$ cat config.mk
export PLATFORM = sky130hd
export DESIGN_NAME = least_loaded_slot_allocator
export DESIGN_NICKNAME = d
export VERILOG_FILES = /design/src/design/llsa_pkg.sv /design/src/design/least_loaded_slot_allocator.sv /design/src/design/llsa_cell.sv
export SDC_FILE = /design/constraint.sdc
export NUM_CORES = 1
export LEC_CHECK = 0
export BUFFER_PORTS_ARGS = -buffer_cell sky130_fd_sc_hd__buf_4
export CAP_MARGIN = 20
export CELL_PAD_IN_SITES_DETAIL_PLACEMENT = 0
export CELL_PAD_IN_SITES_GLOBAL_PLACEMENT = 2
export CORE_MARGIN = 2
export CORE_UTILIZATION = 43
export DETAILED_ROUTE_END_ITERATION = 8
export PLACE_DENSITY_LB_ADDON = 0.12
export SYNTH_ARGS = -nofsm -noshare
export SYNTH_HDL_FRONTEND = slang
export SYNTH_HIERARCHICAL = 1
export SYNTH_SLANG_ARGS = --single-unit
$ cat constraint.sdc
create_clock -name clk -period 9.1 [get_ports clk]
set_input_delay 1.82 -clock clk [delete_from_list [all_inputs] [get_ports clk]]
set_output_delay 1.82 -clock clk [all_outputs]
set_load 0.02 [all_outputs]
$ cat src/design/llsa_pkg.sv
// shared constants and types for the least loaded slot allocator
// used by llsa_cell and least_loaded_slot_allocator
package llsa_pkg;

  localparam int NUM_STREAMS_DEF = 8;
  localparam int CREDIT_W        = 8;
  localparam logic [CREDIT_W-1:0] CREDIT_MAX  = 8'd255;
  localparam logic [CREDIT_W-1:0] SLOTS_RESET = 8'd4;
  localparam int INDEX_W         = 3;

  localparam logic MODE_ACQUIRE = 1'b0;
  localparam logic MODE_RELEASE = 1'b1;

  typedef enum logic [1:0] {
    OP_NONE,
    OP_LOAD,
    OP_INC,
    OP_DEC
  } cell_op_t;

  typedef struct packed {
    cell_op_t            op;
    logic [CREDIT_W-1:0] value;
  } cell_cmd_t;

endpackage

$ cat src/design/least_loaded_slot_allocator.sv
// least loaded slot allocator: credit counters in a chain of compare cells
// acquire: the result is set by the scan through the cell chain, one cell per cycle,
// then registered in the commit state; release: skips the scan and goes to commit
// one request at a time: no new request until the result is committed, which waits on output stalls
// reset: every counter at 4, round robin pointer 0, no result pending
// depends on llsa_pkg and llsa_cell
module least_loaded_slot_allocator import llsa_pkg::*; #(
  parameter int NUM_STREAMS = NUM_STREAMS_DEF
) (
  input  logic       clk,
  input  logic       rst,
  input  logic       s_axis_tvalid,
  output logic       s_axis_tready,
  input  logic [7:0] s_axis_tdata,   // [2:0] stream_index, [7:3] zero
  input  logic [0:0] s_axis_tuser,   // [0] mode
  output logic       m_axis_tvalid,
  input  logic       m_axis_tready,
  output logic [7:0] m_axis_tdata,   // [0] grant_valid, [3:1] granted_stream,
                                     // [4] release_overflow, [7:5] zero
  input  logic       cfg_valid,
  output logic       cfg_ready,
  input  logic [7:0] cfg_data        // [7:0] slots_per_stream
);

  localparam int SW = (NUM_STREAMS > 1) ? $clog2(NUM_STREAMS) : 1;
  localparam int IW = (SW > INDEX_W) ? SW : INDEX_W;
  localparam int CW = $clog2(NUM_STREAMS);

  typedef enum logic [1:0] {
    S_IDLE,
    S_SCAN,
    S_COMMIT
  } state_t;

  state_t              state;
  logic [CW-1:0]       scan_cnt;
  logic                req_mode;
  logic [INDEX_W-1:0]  req_index;
  logic [CREDIT_W-1:0] slots_per_stream;
  logic [SW-1:0]       rr_pointer;
  logic [7:0]          out_data;

  logic [CREDIT_W-1:0] chain_val [NUM_STREAMS+1];
  logic [SW-1:0]       chain_idx [NUM_STREAMS+1];
  logic [NUM_STREAMS-1:0] sel;
  logic [NUM_STREAMS-1:0] at_max;
  cell_cmd_t           cmd;
  logic                out_free;
  logic                commit;
  logic                rel_hit;
  logic                rel_ovf;
  logic                credit_grant;
  logic [SW-1:0]       best_idx;

  assign chain_val[0] = '0;
  assign chain_idx[0] = '0;
  assign best_idx     = chain_idx[NUM_STREAMS];

  assign s_axis_tready = (state == S_IDLE);
  assign cfg_ready     = 1'b1;
  assign m_axis_tdata  = out_data;
  assign out_free      = !m_axis_tvalid || m_axis_tready;
  assign commit        = (state == S_COMMIT) && out_free;

  always_comb begin
    for (int i = 0; i < NUM_STREAMS; i++) begin
      if (req_mode == MODE_RELEASE) begin
        sel[i] = (IW'(req_index) == IW'(i));
      end else begin
        sel[i] = (best_idx == SW'(i));
      end
    end
  end

  assign rel_hit      = |sel;
  assign rel_ovf      = |(sel & at_max);
  assign credit_grant = (slots_per_stream != '0) && (chain_val[NUM_STREAMS] != '0);

  always_comb begin
    cmd.op    = OP_NONE;
    cmd.value = cfg_data;
    if (cfg_valid && cfg_ready) begin
      cmd.op = OP_LOAD;
    end else if (commit) begin
      if (req_mode == MODE_RELEASE) begin
        if (rel_hit) cmd.op = OP_INC;
      end else if (credit_grant) begin
        cmd.op = OP_DEC;
      end
    end
  end

  for (genvar g = 0; g < NUM_STREAMS; g++) begin : g_cell
    llsa_cell #(
      .IDX_W (SW),
      .IDX   (g)
    ) u_cell (
      .clk          (clk),
      .rst          (rst),
      .cmd          (cmd),
      .sel          (sel[g]),
      .best_val_in  (chain_val[g]),
      .best_idx_in  (chain_idx[g]),
      .best_val_out (chain_val[g+1]),
      .best_idx_out (chain_idx[g+1]),
      .at_max       (at_max[g])
    );
  end

  always_ff @(posedge clk) begin
    if (rst) begin
      state            <= S_IDLE;
      scan_cnt         <= '0;
      slots_per_stream <= SLOTS_RESET;
      rr_pointer       <= '0;
      m_axis_tvalid    <= 1'b0;
    end else begin
      if (cfg_valid && cfg_ready) slots_per_stream <= cfg_data;
      if (commit) begin
        m_axis_tvalid <= 1'b1;
      end else if (m_axis_tready) begin
        m_axis_tvalid <= 1'b0;
      end
      case (state)
        S_IDLE: begin
          if (s_axis_tvalid) begin
            req_mode  <= s_axis_tuser[0];
            req_index <= s_axis_tdata[INDEX_W-1:0];
            scan_cnt  <= '0;
            state     <= (s_axis_tuser[0] == MODE_RELEASE) ? S_COMMIT : S_SCAN;
          end
        end
        S_SCAN: begin
          scan_cnt <= scan_cnt + 1'b1;
          if (scan_cnt == CW'(NUM_STREAMS - 1)) state <= S_COMMIT;
        end
        S_COMMIT: begin
          if (out_free) begin
            if (req_mode == MODE_RELEASE) begin
              out_data <= {3'b000, rel_ovf, 4'b0000};
            end else if (slots_per_stream == '0) begin
              out_data   <= {4'b0000, INDEX_W'(rr_pointer), 1'b1};
              rr_pointer <= (rr_pointer == SW'(NUM_STREAMS - 1)) ? '0 : rr_pointer + 1'b1;
            end else if (credit_grant) begin
              out_data <= {4'b0000, INDEX_W'(best_idx), 1'b1};
            end else begin
              out_data <= '0;
            end
            state <= S_IDLE;
          end
        end
        default: state <= S_IDLE;
      endcase
    end
  end

endmodule

$ cat src/design/llsa_cell.sv
// one credit counter of the allocator chain with its compare stage
// depends on llsa_pkg
module llsa_cell import llsa_pkg::*; #(
  parameter int IDX_W = 3,
  parameter int IDX   = 0
) (
  input  logic                clk,
  input  logic                rst,
  input  cell_cmd_t           cmd,
  input  logic                sel,
  input  logic [CREDIT_W-1:0] best_val_in,
  input  logic [IDX_W-1:0]    best_idx_in,
  output logic [CREDIT_W-1:0] best_val_out,
  output logic [IDX_W-1:0]    best_idx_out,
  output logic                at_max
);

  logic [CREDIT_W-1:0] credit;

  always_ff @(posedge clk) begin
    if (rst) begin
      credit <= SLOTS_RESET;
    end else begin
      case (cmd.op)
        OP_LOAD: credit <= cmd.value;
        OP_INC: begin
          if (sel && credit != CREDIT_MAX) credit <= credit + 1'b1;
        end
        OP_DEC: begin
          if (sel && credit != '0) credit <= credit - 1'b1;
        end
        default: ;
      endcase
    end
  end

  // strict compare keeps the lowest index on a tie
  always_ff @(posedge clk) begin
    if (credit > best_val_in) begin
      best_val_out <= credit;
      best_idx_out <= IDX_W'(IDX);
    end else begin
      best_val_out <= best_val_in;
      best_idx_out <= best_idx_in;
    end
  end

  assign at_max = (credit == CREDIT_MAX);

endmodule

# Word-level counts from Yosys, hierarchy flattened
# Cells that the tools add are included.
# totals
word_cells	229
input_bits	22
reg_bits	174
# classes
bitwise	3
n_eq_ne	56
n_mux	58
reduce_logical	53
n_lt_le_gt_ge	8
add_sub_neg	18
# op_table
operator	n
$pmux W8 S3	8
$mux W8	23
$reduce_bool A8 Y1	10
$add A8 B1 Y8 const B	8
$eq A8 B8 Y1 const B	8
$ne A8 B8 Y1 const B	8
$sub A8 B1 Y8 const B	8
$gt A8 B8 Y1	7
$reduce_and A3 Y1	11
$ne A2 B1 Y1 const B	16
$eq A3 B3 Y1 const B	10
$logic_and A1 B1 Y1	18
$mux W2	9
$reduce_or A8 Y1	2
$eq A3 B2 Y1 const B	4
$mux W1	11
$and A8 B8 Y8	1
$gt A8 B1 Y1 const B	1
$logic_not A8 Y1	1
$mux W4	2
$add A3 B1 Y3 const B	2
$eq A2 B2 Y1 const B	3
$eq A3 B1 Y1 const B	2
$logic_not A3 Y1	2
other kinds (15)	21

# Longest topological paths before layout
# logic_depth
word_depth	10
mapped_depth	16

# Cells and area by module
# The synthesis kept the hierarchy.
# by_module_without_submodules
mod	cells_per_inst	area_each_um2	n_inst
llsa_cell (g_cell[0].u_cell ...)	184	1565.3	6
llsa_cell (g_cell[6].u_cell ...)	177	1462.7	2
least_loaded_slot_allocator	136	1397.6	1

# Worst setup path after synthesis
# Ideal clock, no wire load.
# synth_path
kind	input-to-reg
from	input port cfg_valid
to	register g_cell[6].u_cell.credit[4]
path_buffers	2
path_slack_ns	3.393
required_time_ns	9.009
t_arrival_ns	5.616
cell_stages	12
setup_time_ns	0.091
path_cell_list	clkbuf_1 > nor3_1 > ha_1 > buf_2 > xor2_1 > ha_1 > or3_1 > a21oi_1 > nor3_1 > xnor2_1 > nand2_1 > a311oi_1
# synth_rtl
element	line	text
start, declared	least_loaded_slot_allocator.sv:20	input logic cfg_valid,
end signal, assigned	llsa_cell.sv:25	OP_LOAD: credit <= cmd.value;
end signal, assigned	llsa_cell.sv:27	if (sel && credit != CREDIT_MAX) credit <= credit + 1'b1;
end signal, assigned	llsa_cell.sv:30	if (sel && credit != '0) credit <= credit - 1'b1;
end, declared	llsa_cell.sv:18	logic [CREDIT_W-1:0] credit;

==> run metrics <==
Clk Latency, worst-skew pair between 0.4 and 0.5 ns; FF-to-FF End g_cell[0].u_cell/credit[6]; Distinct cells, synth 85; CP required about 9.5 ns; Final Cycle Share 0.5084; Clk pwr share 0.254; Gate power share 0.338; number of synthesized flops with an enable pin 9; DRT iter0 DRCs around 730; ys flop type dfxtp_1; Rows 65; CTS sink count between 150 and 200; Area Overhead vs Synth 5.027%; diodes inserted 0; PortBufs 23; Clock Path Buffers 2; Tot GR Track Use 0.2222; DR DRC count 0; share of cells above drive strength 1 0.1564; number of nets with antenna violations after routing 0; sequential share of the synthesized area 0.2664; post-CTS setup buffers 0; Fin. Hold Viols 0; leading cell type in the layout, fill and taps excluded dfxtp_1; Pwr Total 2.889 mW; CTS buffer count 17; # nets final 1670; first-pass GRT wire length approximately 60000 µm; flop-to-flop setup slack between 4 and 5 ns; Ports 33; power per cell area ~200 mW/mm²; core footprint around 0.031 mm²; Clock Pin Slew Worst Setup and Hold Paths roughly 0.070 ns; Worst R2R Start req_mode; share of the synthesized area in the top cell type 0.2467; Worst setup SP type input pin; reg2reg path depth 14; fin worst setup slack 4.473 ns; fmax 0.2161 GHz; Slew Limit Headroom 0.3892; vias in the first global route just over 10000; Place WS 4.029 ns; final setup fails 0; die width approximately 180 µm; die footprint 0.03334 mm²; hpwl dp 24520 µm; min cycle time layout approximately 4.6 ns; Synth Cell Area 0.01371 mm²; FF+latch count, synth ~180; most frequent cells in the layout dfxtp_1, nor2_1, inv_1; initial core utilization 0.4357; Worst Hold Path EP g_cell[7].u_cell/best_idx_out[1]; cell count after synthesis 1594; Worst EP arrival between 4 and 5 ns; CTS root buf clkbuf_16; Psw roughly 1.1 mW; Worst Hold Class register to register; hold_sp g_cell[6].u_cell/best_idx_out[1]; Slew Limit Fails 0; maximum capacitance violations 0; status finished clean; Worst Setup End Kind register; cell taking the most area after synthesis dfxtp_1; Leak roughly 6 nW; clock skew 0.01157 ns; drt pass-1 iters 5; WHS Path Cells 1; crit path kind input pin to register; CTS tree built; WL/cell between 15 and 20 µm; switching fraction of total power 0.3641; final WL around 36000 µm; Syn Area/Cell 8.604 µm²; H-Tree Depth 4; synth warn 6; hold_buf cts 0; vias after detailed routing 11115; largest cells by area after synthesis dfxtp_1, ha_1, mux2_2, nor2_1, o21ai_0; Worst Tran Pin Value approximately 0.92 ns; # fillers 3119; die height roughly 180 µm; CP Max Fanout 24; worst-case vdd ir drop between 0.0001 and 0.00015 V; GPL Wtd Cong 0.8181; largest net degree at the start of global routing 50; Resized Gates After CTS 0; total grt overflow 0; RSZ-0062 raised after global routing no; Via density ~5.7; Final TNS setup 0 ns; Int Pwr about 1.8 mW; fraction of registers with async set or reset after synthesis 0; initial antenna violation count 1; Seq pwr share 0.408
==> worst max-delay path by stage <==
stage,depth (start not counted),from,endpoint,slack (ns)
after floorplan,12,cfg_valid,g_cell[6].u_cell/credit[4],3.39
after global placement,14,m_axis_tready,g_cell[1].u_cell/credit[6],4.05
after detailed placement,14,m_axis_tready,g_cell[1].u_cell/credit[6],4.03
after CTS,14,m_axis_tready,g_cell[3].u_cell/credit[6],4.48
after global routing,14,m_axis_tready,g_cell[0].u_cell/credit[6],4.19
final,14,m_axis_tready,g_cell[0].u_cell/credit[6],4.47
==> routing by layer <==
metal,up-vias,share of wire,track usage,wire [µm]
li1,5665,-,-,-
met1,5297,0.49,0.3120,17830
met2,134,0.47,0.3675,17040
met3,19,0.028,0.02514,1006
met4,0,0.011,0.04645,384
met5,-,0,0,0
==> metrics by stage <==
stage               instances  hold slack (ns)    util  cell area (µm²)
global route             1962           0.4296  0.4576            14400
finish                   1962           0.4183  0.4576            14400
global placement         1931           0.3950  0.4398            13840
CTS                      1962           0.4195  0.4576            14400
floorplan                1615           0.3863       -            13790
detailed placement       1931           0.4067  0.4398            13840
==> cell families (layout without fill, tap and decap cells) <==
family,after synthesis,count (layout),share of synthesized area
other,2,23,0.0005476
DFF,178,178,0.2664
and+or+nand+nor,521,521,0.2138
xor gates and xnor gates,52,52,0.03321
adders and majority gates,100,100,0.09123
buffers and inverters,220,165,0.07718
muxes,91,91,0.07235
AOI/OAI and AO/OA,430,430,0.2452
==> cell type report <==
cell class	instances	area, µm²	area share
Clock inverter	12	127.6	0.008860
Inverter	108	405.4	0.02814
Tap cell	402	503.0	0.03492
Clock buffer	19	432.9	0.03006
Timing Repair Buffer	26	195.2	0.01355
Sequential cell	178	3654	0.2536
Multi-Input combinational cell	1217	9086	0.6308
==> power groups by stage <==
stage / logic, mW / registers (mW) / clock network (mW)
after floorplan: 0.868 / 1.08 / 0
after global placement: 0.966 / 1.20 / 0
after detailed placement: 0.977 / 1.20 / 0
after CTS: 0.986 / 1.18 / 0.754
after global routing: 1.11 / 1.21 / 0.787
final: 0.978 / 1.18 / 0.733
==> Yosys cell counts, types with 15 or more instances <==
| cell | number |
|---|---|
| a21oi_1 | 81 |
| a21o_1 | 15 |
| inv_1 | 108 |
| xor2_1 | 36 |
| mux2_2 | 62 |
| nor3_1 | 33 |
| buf_2 | 66 |
| nor2_1 | 144 |
| a22oi_1 | 16 |
| mux2i_1 | 28 |
| a31oi_1 | 18 |
| o21ai_0 | 83 |
| ha_1 | 100 |
| dfxtp_1 | 169 |
| nand3_1 | 23 |
| buf_4 | 18 |
| nand2b_1 | 28 |
| nand2_1 | 94 |
| xnor2_1 | 16 |
| nor2b_1 | 65 |
| nand4_1 | 22 |
| o21ai_1 | 16 |
==> state kept, by name, summed over array words and instances, names as in the netlist <==
register	flops
rr_pointer	3
m_axis_tdata	5
g_cell.u_cell/credit	64
g_cell.u_cell/best_val_out	64
g_cell.u_cell/best_idx_out	24
state	2
slots_per_stream	8
req_mode	1
scan_cnt	3
req_index	3
m_axis_tvalid	1
==> critical path, stage by stage <==
cell	delay, ns
buf_4	0.08
nand2b_1	0.12
nand2b_2	0.10
nor3_2	0.16
buf_4	0.38
ha_1	0.71
xor2_1	0.14
ha_1	0.28
a21boi_0	0.14
o22a_1	0.25
a211oi_1	0.35
o31ai_1	0.13
a21o_1	0.17
a21oi_1	0.13
Note: power is estimated with default switching activity, not from simulation.
